<file path="src/sv/crcr_pkg.sv">
// Shared types and constants of the circle and rectangle collision block.
package crcr_pkg;

	localparam int FRAC_BITS_DEF = 12;
	localparam int NORM_W = 14;
	localparam int DSQ_W = 38;
	localparam int SQ_W = 37;

	typedef enum logic [2:0] {
		CT_NONE   = 3'd0,
		CT_LEFT   = 3'd1,
		CT_BOTTOM = 3'd2,
		CT_RIGHT  = 3'd3,
		CT_TOP    = 3'd4,
		CT_CORNER = 3'd5
	} contact_t;

	typedef struct packed {
		logic     hit;
		contact_t contact;
		logic     zero_d;
		logic     neg_x;
		logic     neg_y;
	} ctl_t;

endpackage

</file>
<file path="src/sv/crcr_root.sv">
// One digit step of the corner normal search for both normal components.
module crcr_root #(
	parameter int FRAC_BITS = crcr_pkg::FRAC_BITS_DEF,
	parameter int BIT_IDX = 0
) (
	input  logic                            clk,
	input  logic                            arst_n,
	input  logic                            in_valid,
	output logic                            ready,
	input  logic                            nxt_ready,
	output logic                            out_valid,
	input  crcr_pkg::ctl_t                  ctl_i,
	output crcr_pkg::ctl_t                  ctl_o,
	input  logic [crcr_pkg::DSQ_W-1:0]      dsq_i,
	output logic [crcr_pkg::DSQ_W-1:0]      dsq_o,
	input  logic signed [2*FRAC_BITS+43:0]  ex_i,
	input  logic signed [2*FRAC_BITS+43:0]  ax_i,
	input  logic signed [2*FRAC_BITS+43:0]  rx_i,
	input  logic signed [2*FRAC_BITS+43:0]  ey_i,
	input  logic signed [2*FRAC_BITS+43:0]  ay_i,
	input  logic signed [2*FRAC_BITS+43:0]  ry_i,
	input  logic [FRAC_BITS:0]              mx_i,
	input  logic [FRAC_BITS:0]              my_i,
	output logic signed [2*FRAC_BITS+43:0]  ex_o,
	output logic signed [2*FRAC_BITS+43:0]  ax_o,
	output logic signed [2*FRAC_BITS+43:0]  rx_o,
	output logic signed [2*FRAC_BITS+43:0]  ey_o,
	output logic signed [2*FRAC_BITS+43:0]  ay_o,
	output logic signed [2*FRAC_BITS+43:0]  ry_o,
	output logic [FRAC_BITS:0]              mx_o,
	output logic [FRAC_BITS:0]              my_o
);
	import crcr_pkg::*;

	localparam int EW = 2*FRAC_BITS+44;

	logic              valid_q;
	ctl_t              ctl_q;
	logic [DSQ_W-1:0]  dsq_q;
	logic signed [EW-1:0] ex_q, ax_q, rx_q, ey_q, ay_q, ry_q;
	logic [FRAC_BITS:0] mx_q, my_q;
	logic signed [EW-1:0] dsq_e, cand_x, cand_y;
	logic take_x, take_y;

	// Trying digit b moves t = 2m-1 to t+2b, so t*t*dsq grows by 4b*t*dsq + 4b*b*dsq.
	assign dsq_e  = $signed({{(EW-DSQ_W){1'b0}}, dsq_i});
	assign cand_x = ex_i + (ax_i <<< (BIT_IDX+2)) + (dsq_e <<< (2*BIT_IDX+2));
	assign cand_y = ey_i + (ay_i <<< (BIT_IDX+2)) + (dsq_e <<< (2*BIT_IDX+2));
	assign take_x = cand_x <= rx_i;
	assign take_y = cand_y <= ry_i;
	assign ready  = !valid_q || nxt_ready;

	always_ff @(posedge clk or negedge arst_n) begin
		if (!arst_n) begin
			valid_q <= 1'b0;
		end else if (ready) begin
			valid_q <= in_valid;
		end
	end

	always_ff @(posedge clk) begin
		if (ready) begin
			ctl_q <= ctl_i;
			dsq_q <= dsq_i;
			rx_q  <= rx_i;
			ry_q  <= ry_i;
			ex_q  <= take_x ? cand_x : ex_i;
			ey_q  <= take_y ? cand_y : ey_i;
			ax_q  <= take_x ? ax_i + (dsq_e <<< (BIT_IDX+1)) : ax_i;
			ay_q  <= take_y ? ay_i + (dsq_e <<< (BIT_IDX+1)) : ay_i;
			mx_q  <= mx_i | ({{FRAC_BITS{1'b0}}, take_x} << BIT_IDX);
			my_q  <= my_i | ({{FRAC_BITS{1'b0}}, take_y} << BIT_IDX);
		end
	end

	assign out_valid = valid_q;
	assign ctl_o = ctl_q;
	assign dsq_o = dsq_q;
	assign ex_o = ex_q;
	assign ax_o = ax_q;
	assign rx_o = rx_q;
	assign ey_o = ey_q;
	assign ay_o = ay_q;
	assign ry_o = ry_q;
	assign mx_o = mx_q;
	assign my_o = my_q;

	a_err_nonneg: assert property (@(posedge clk) disable iff (!arst_n)
		valid_q |-> (ex_q >= 0 && ey_q >= 0))
		else $error("root error term went negative");
	a_err_bound: assert property (@(posedge clk) disable iff (!arst_n)
		valid_q |-> (ex_q <= rx_q || mx_q == '0) && (ey_q <= ry_q || my_q == '0))
		else $error("accepted digit exceeds bound");
	a_hold: assert property (@(posedge clk) disable iff (!arst_n)
		(valid_q && !nxt_ready) |=> (valid_q && $stable(mx_q) && $stable(my_q)))
		else $error("stalled root stage changed");
endmodule

</file>
<file path="config.mk">
export PLATFORM = sky130hd
export DESIGN_NAME = crcr_root
export DESIGN_NICKNAME = d
export VERILOG_FILES = /design/src/sv/crcr_pkg.sv /design/src/sv/crcr_root.sv
export SDC_FILE = /design/constraint.sdc
export NUM_CORES = 1
export LEC_CHECK = 0
export BUFFER_PORTS_ARGS = -buffer_cell sky130_fd_sc_hd__buf_2
export CAP_MARGIN = 20
export CORE_AREA = 2 2 374 376
export CTS_CLUSTER_DIAMETER = 150
export DETAILED_ROUTE_END_ITERATION = 12
export DIE_AREA = 0 0 376 378
export GPL_ROUTABILITY_DRIVEN = 1
export GPL_TIMING_DRIVEN = 1
export PLACE_DENSITY_LB_ADDON = 0.15
export SYNTH_ARGS = -nofsm -noshare
export SYNTH_HDL_FRONTEND = slang
export SYNTH_SLANG_ARGS = --single-unit
export TNS_END_PERCENT = 10
</file>
<file path="constraint.sdc">
create_clock -name clk -period 32.4 [get_ports clk]
set_input_delay 3.24 -clock clk [delete_from_list [all_inputs] [get_ports clk]]
set_output_delay 3.24 -clock clk [all_outputs]
set_load 0.01 [all_outputs]
</file>
[Word-level counts from Yosys, hierarchy flattened]
Cells that the tools add are included.
Storage, ports and cells
  register bits: 480
  input bits: 483
  output and inout bits: 481
  word-level logic and storage cells: 31
Operators by class
  add/subtract/negate cells: 6
  $lt $le $gt $ge: 2
  muxes and demuxes: 4
  bitwise operators: 2
  reductions and logical operators: 2
Operator list (number)
  2-to-1 mux 68 bit: 4
  adder 68 x 40 -> 68 bit: 2
  adder 68 x 41 -> 68 bit: 2
  adder 68 bit: 2
  less-or-equal comparator 68 bit: 2
  bitwise OR 13 x 1 -> 13 bit: 2
  logical NOT 1 bit: 1
  logical OR 1 bit: 1

[Longest topological paths before layout]
Gate-level depths: netlist of the first run.
  depth after elaboration: 4
  depth in mapped cells: 31
  mapped depth without buffers: 29

[Worst setup path before layout of the first run]
No wires, ideal clock.
  path type: input to output
  start point: input nxt_ready
  end point: output ready
  arrival time: 14743 ps
  data required time: 29160 ps
  path slack: 14417 ps
  stages: 1
  buffers on the path: 0
  path through: nand2b_1
On the way
  cells in the longest elaborated chain, start to end: 1
RTL lines
  start: declaration: RTL line crcr_root.sv:10  | input logic nxt_ready,
  logical OR 1 bit: RTL line crcr_root.sv:51  | assign ready = !valid_q || nxt_ready;
  end: declaration: RTL line crcr_root.sv:9  | output logic ready,
Every way passes these cells.

[Final worst setup path of the first run]
  start point: input dsq_i[19] (netlist bit)
  end point: register ex_q[15] (netlist: ex_o[15]), data pin
On the way
  cells in the longest elaborated chain, start to end: 3
RTL lines
  start: declaration: RTL line crcr_root.sv:14  | input logic [crcr_pkg::DSQ_W-1:0] dsq_i,
  adder 68 x 41 -> 68 bit: RTL line crcr_root.sv:47  | assign cand_x = ex_i + (ax_i <<< (BIT_IDX+2)) + (dsq_e <<< (2*BIT_IDX+2));
  less-or-equal comparator 68 bit: RTL line crcr_root.sv:49  | assign take_x = cand_x <= rx_i;
  2-to-1 mux 68 bit: RTL line crcr_root.sv:67  | ex_q <= take_x ? cand_x : ex_i;
  end signal: assignment: RTL line crcr_root.sv:67
  end: declaration: RTL line crcr_root.sv:40  | logic signed [EW-1:0] ex_q, ax_q, rx_q, ey_q, ay_q, ry_q;
Every way passes these cells.
A chain may end at the register's enable or synchronous reset.

==> results of run 1 <==
cells by family after synthesis:
group / after synthesis / synth area share
AOI/OAI and AO/OA: 861 / 0.157
xor gates and xnor gates: 249 / 0.0624
adders and majority gates: 474 / 0.187
buffers and inverters: 300 / 0.0334
DFF: 480 / 0.412
muxes: 139 / 0.0445
and+or+nand+nor: 721 / 0.104
cell usage after synthesis, drive strengths merged, types with 25 or more instances:
cell type,number,area (um2)
edfxtp,479,14400
ha,394,4930
a21oi,254,1270
nand2,245,920
inv,213,800
o21ai,201,1010
a21o,184,1380
xnor2,145,1270
mux2,130,1460
nor2,121,457
xor2,104,911
fa,80,1600
nand3,65,325
nand4,61,382
clkbuf,55,206
nor3,52,265
o21bai,48,360
and3,40,250
buf,31,159
nor2b,31,194
o21a,27,203
nand2b,25,164
final cells by class:
| class | instances | area share |
|---|---|---|
| Multi-Input combinational cell | 2444 | 0.441 |
| Sequential cell | 480 | 0.327 |
| Timing Repair Buffer | 985 | 0.114 |
| Tap cell | 1807 | 0.0513 |
| Clock buffer | 85 | 0.0410 |
| Inverter | 214 | 0.0182 |
| Clock inverter | 36 | 0.00727 |
| Antenna cell | 13 | 0.000738 |
routing by layer:
| layer | up-vias | wire length [um] | track usage |
|---|---|---|---|
| li1 | 14000 | - | - |
| met1 | 14100 | 62200 | 0.250 |
| met2 | 1000 | 72000 | 0.347 |
| met3 | 259 | 12100 | 0.0650 |
| met4 | 40 | 6200 | 0.0820 |
| met5 | - | 251 | 0 |
flip-flops by register name, indices dropped and copies added (netlist names):
register,flops
ax_o,68
ay_o,68
ex_o,68
ey_o,68
rx_o,68
ry_o,68
dsq_o,38
mx_o,13
my_o,13
ctl_o,7
out_valid,1
cells in the final DEF, fill, tap and decap left out, types with 11 or more instances in the layout:
master     Yosys  layout
o21a_1        27      27
a21oi_1      253     253
a221oi_1      11      11
xor2_1       104     104
clkbuf_16      0      70
o21ai_0      128     128
ha_1         394     394
nand3_1       65      65
mux2_2        28      28
a211oi_1      14      14
nand2b_1      24      23
a31oi_1       21      21
edfxtp_1     479     479
clkbuf_1      55      15
o21ai_1       73      73
and2_1        12      12
nor2b_1       31      31
inv_1        213     213
buf_2         28     963
buf_4          0      20
mux2_1       102     102
and3_1        40      40
o31ai_1       22      22
nand2_1      245     245
xnor2_1      145     145
nor3_1        51      51
a21o_1       184     183
nand4_1       61      61
fa_1          80      80
o21bai_1      48      48
diode_2        0      13
nor2_1       120     120
stage by stage:
| stage | std cells | util | hold slack (ns) |
|---|---|---|---|
| 2_1_floorplan | 3224 | - | 2.94 |
| 3_3_place_gp | 5929 | 0.302 | 0.929 |
| 3_5_place_dp | 5929 | 0.302 | 0.933 |
| 4_1_cts | 6050 | 0.318 | 0.930 |
| 5_1_grt | 6059 | 0.318 | 0.965 |
| 6_report | 6064 | 0.318 | 0.885 |
power breakdown:
| group | leakage (nW) | switching [W] | internal, W | total [W] |
|---|---|---|---|---|
| registers | 4.84 | 0.0000423 | 0.000862 | 0.000905 |
| logic | 14.0 | 0.000750 | 0.000454 | 0.00120 |
| clock network | 1.02 | 0.000319 | 0.000424 | 0.000743 |
path summary, 6_finish.rpt:
kind / startpoint / endpoint / slack [ns] / depth (start not counted)
min: out_valid$_DFFE_PN0P_ / ay_o[19]$_DFFE_PP_ / 0.88 / 1
min in group asynchronous: arst_n / out_valid$_DFFE_PN0P_ / 2.35 / 1
max reg2reg: out_valid$_DFFE_PN0P_ / ax_o[33]$_DFFE_PP_ / 29.11 / 4
min reg2reg: out_valid$_DFFE_PN0P_ / ay_o[19]$_DFFE_PP_ / 0.88 / 1
max in group asynchronous: arst_n / out_valid$_DFFE_PN0P_ / 29.97 / 1
max: dsq_i[19] / ex_o[15]$_DFFE_PP_ / 21.25 / 26
critical path, cell delays in order:
cell	delay, ns
buf_2	0.34
fa_1	0.48
ha_1	0.44
nand2_1	0.12
nor3_1	0.63
nand3_1	0.18
o21ai_0	0.18
a31oi_1	0.06
o31ai_1	0.09
buf_4	0.21
a311o_1	0.30
a21oi_2	0.17
o31ai_2	0.49
a21boi_1	0.18
xnor2_1	0.30
ha_1	0.31
a21o_1	0.19
a221o_1	0.37
a221oi_1	0.50
o21ai_1	0.13
a21oi_1	0.14
o21ai_0	0.12
nor2_1	0.22
a21o_4	0.71
buf_4	0.81
mux2_2	0.41
==> out/results.ini, run 1 <==
[run_status]
status=complete, no violations

[placement]
placed_cell_area_mm2=0.0419
place.detailed.hpwl_um=128000
pre_cts_ws_ns=20.52
io_buffers=963
gp_congestion=0.898

[synth]
synth_seq_cells=480
synth_warnings=0
avgSynthCellArea_um2=10.8
synth_edf_count=479
synth.distinct_cells=88
netlist_area_mm2=0.0349
dominantRegCellSynth=edfxtp_1
yosysSeqAreaShare=0.412
synth-async-reset-ratio=0.00208
postSynthCellCount=3224
synthesis.nets=4181

[pwr]
ir_drop_v=0.0000408
total_power_w=0.00285
static-leakage-power_nw=19.9
p_per_area_mw_per_mm2=64.7

[sta]
setup_viol=0
min_period_ns=11.15
finalHoldViolCount=0
min_period_over_period=0.344
fin_skew_ns=0.0303
max_slew_margin=0.319
slew_viol_final=0
fin_setup_tns_ns=0
worst_slack_ns=21.25
tightest_slew_ns=1.02
rsz0062_at_grt=no
max_freq_mhz=89.7

[clock_network]
cts_sinks=480
cts_buffer_depth=3
clk_pin_slew_ns=0.06
ctsHoldBuffers=0
cts_buffers=69
cts.repair.resized=0
postCtsSetupBuffers=0
clk_latency_ns=0.68
clockRootBuffer=clkbuf_16
h-tree-depth=3
cts_tree=yes

[cells_and_area]
stdcell_area_mm2=0.0441
nNetsFinal=5151
syn_to_final_growth_pct=26.1
drive_above_1_share=0.272
regArea_mm2=0.0144
multiInputGateArea_mm2=0.0194
fillCellCount=14600

[routing]
drc=0
dr.first_iter.drc_count=1408
wl_um=153000
ant_nets=0
via_per_inst=4.84
routedWlPerCell_um=25.2
drtPass1Iterations=5
routed-via-count=29400

[global_routing]
grt_pass1_vias=29900
antenna_found_initial=57
overflow=0
grt_max_degree=105
grt_pass1_wl_um=212000
track_usage=0.208

[floorplanning]
die_x_um=376
num_rows=137
dieArea_mm2=0.142
die-height_um=378
boundaryPins=964
start_util=0.252
core_mm2=0.139

[run]
cap_violations=0

[worst_setup_path]
critPathLaunchType=input port
cp-end-kind=register
required_ns=32.80
cp.arrival_ns=11.55
worst-path-max-fanout=83
critPathKind=in -> reg

[hold_path]
min_path_type=reg -> reg

Note: power is estimated with default switching activity, not from simulation.
==> run 2: changes to the inputs <==
--- a/config.mk
+++ b/config.mk
@@ -7,10 +7,10 @@
 export LEC_CHECK = 0
 export BUFFER_PORTS_ARGS = -buffer_cell sky130_fd_sc_hd__buf_2
 export CAP_MARGIN = 20
-export CORE_AREA = 2 2 374 376
+export CORE_AREA = 2 2 377 379
 export CTS_CLUSTER_DIAMETER = 150
 export DETAILED_ROUTE_END_ITERATION = 12
-export DIE_AREA = 0 0 376 378
+export DIE_AREA = 0 0 379 381
 export GPL_ROUTABILITY_DRIVEN = 1
 export GPL_TIMING_DRIVEN = 1
 export PLACE_DENSITY_LB_ADDON = 0.15
==> constraint.sdc (replaced) <==
create_clock -name clk -period 10.9 [get_ports clk]
set_input_delay 1.09 -clock clk [delete_from_list [all_inputs] [get_ports clk]]
set_output_delay 1.09 -clock clk [all_outputs]
set_load 0.01 [all_outputs]
==> run 2 against run 1 <==
Sequential share of layout area decreased by 0.14 points. Critical path depth increased by 1. Total power increased to 3.0 times the previous value. Flip-flop and latch count unchanged. First-iteration DRC count increased by 19%. Global-route usage decreased by 0.18 points. Cell count increased by 1.4%. Wire length increased by 0.36%. Worst hold slack got worse by 0.66 ns. Critical path type unchanged. Largest power group unchanged.
==> out/results.ini, run 2 (synthesized netlist as in run 1, its figures left out) <==
[cells_and_area]
final_common_cell=buf_2
layout_common_cells=buf_2, edfxtp_1, ha_1, a21oi_1, nand2_1
multiInputGateArea_mm2=0.0194
nNetsFinal=5157
instances_no_fill=6147
syn_to_final_growth_pct=26.6
regArea_mm2=0.0144
fillCellCount=14800
drive_above_1_share=0.273

[sta]
tightest_slew_ns=1.01
min_period_ns=8.93
worst_slack_ns=1.97
max_slew_margin=0.321
setup_viol=0
min_period_over_period=0.819
fin_setup_tns_ns=0
fin_skew_ns=0.0179
rsz0062_at_grt=no
max_freq_mhz=112
slew_viol_final=0
hold-worst-slack_ns=0.220
finalHoldViolCount=0

[floorplanning]
start_util=0.249
boundaryPins=964
die_x_um=379
dieArea_mm2=0.144
num_rows=138
die-height_um=381
core_mm2=0.141

[clock_network]
cts_buffer_depth=3
cts_tree=yes
postCtsSetupBuffers=0
clk_latency_ns=0.66
ctsHoldBuffers=0
h-tree-depth=3
clockRootBuffer=clkbuf_16
cts_buffers=71
cts_sinks=480
clk_pin_slew_ns=0.05
cts.repair.resized=0

[global_routing]
grt_pass1_wl_um=215000
grt_pass1_vias=29800
antenna_found_initial=44
track_usage=0.207
overflow=0
grt_max_degree=124

[placement]
pre_cts_ws_ns=1.34
io_buffers=963
dp_cells=6016
gp_congestion=0.894
place.detailed.hpwl_um=129000

[pwr]
sw_frac_of_total=0.388
p_clk_frac=0.262
internal_power_w=0.00522
power.switching_w=0.00330
static-leakage-power_nw=19.9
p_per_area_mw_per_mm2=193
ir_drop_v=0.000118
p_seq_frac=0.315
p_comb_frac=0.423

[worst_setup_path]
critPathKind=in -> reg
critPathLaunchType=input port
required_ns=11.30
cp.arrival_ns=9.33
worst-path-max-fanout=20
critPathSlowestCell=nand3_1
crit_path_max_incr_delay_ns=0.75
cp-end-kind=register

[routing]
dr.first_iter.drc_count=1674
drtPass1Iterations=5
via_per_inst=4.73
drc=0
wl_um=153000
routed-via-count=29100
routedWlPerCell_um=24.9
ant_nets=0

[run]
cap_violations=0

[hold_path]
min_path_type=in -> async

[run_status]
status=complete, no violations

-- run 2: cell count changes in the layout (fill, tap and decap cells not counted) --
cell        before  now
clkinvlp_4       7    9
diode_2         13    8
clkbuf_16       70   72
inv_6            8    4
buf_4           20   22
inv_8            0    1
clkbuf_1        15   13
clkinv_2         6   10
clkinv_4         4    2
buf_12           1    3
-- run 2: layout make-up --
type                       count  area share
sequential                   480       0.326
clock inverter                37     0.00710
antenna                        8    0.000453
clock buffer                  85      0.0418
inverter                     214      0.0182
timing repair buffer         989       0.114
multi-input combinational   2444       0.439
tap                         1890      0.0535
-- run 2: worst max-delay path, delay by kind of cell --
kind | cells | cell delay, ns
AO/OA/AOI/OAI | 15 | 3.76
AND/OR/NAND/NOR | 5 | 2.30
adder cells (fa/ha/maj) | 3 | 1.19
buffers and inverters | 2 | 0.54
XOR/XNOR | 2 | 0.41
-- run 2: routing by layer --
metal  track usage  vias to the layer above  part of all wire
met3        0.0550                      198             0.068
met5             0                        -            0.0011
met1         0.252                    14100              0.41
met2         0.362                      847              0.49
met4        0.0448                       30             0.023
li1              -                    13900                 -
-- run 2: stage by stage --
| step | area [um2] | util | power (W) |
|---|---|---|---|
| floorplan | 34900 | - | 0.00488 |
| detailed placement | 42000 | 0.299 | 0.00637 |
| global route | 44200 | 0.315 | 0.00907 |
| CTS | 44200 | 0.314 | 0.00869 |
| global placement | 42000 | 0.299 | 0.00638 |
| finish | 44200 | 0.315 | 0.00852 |
-- run 2: path summary, 6_finish.rpt --
kind	from	endpoint	slack (ns)	cells after the start
setup reg to reg	out_valid$_DFFE_PN0P_	ex_o[66]$_DFFE_PP_	7.49	4
max in group asynchronous	arst_n	out_valid$_DFFE_PN0P_	10.59	1
hold reg to reg	out_valid$_DFFE_PN0P_	out_valid$_DFFE_PN0P_	1.12	2
min in group clk	ctl_i[0]	ctl_o[0]$_DFFE_PP_	0.62	1
setup / recovery	dsq_i[19]	ax_o[53]$_DFFE_PP_	1.97	27
hold / removal	arst_n	out_valid$_DFFE_PN0P_	0.22	1
-- run 2: power groups by stage --
stage	Sequential, W	Combinational (W)	Clock (W)
final	0.00268	0.00360	0.00223
after global routing	0.00272	0.00398	0.00237
after CTS	0.00269	0.00367	0.00232
after detailed placement	0.00272	0.00365	0
after global placement	0.00272	0.00366	0
after floorplan	0.00294	0.00194	0
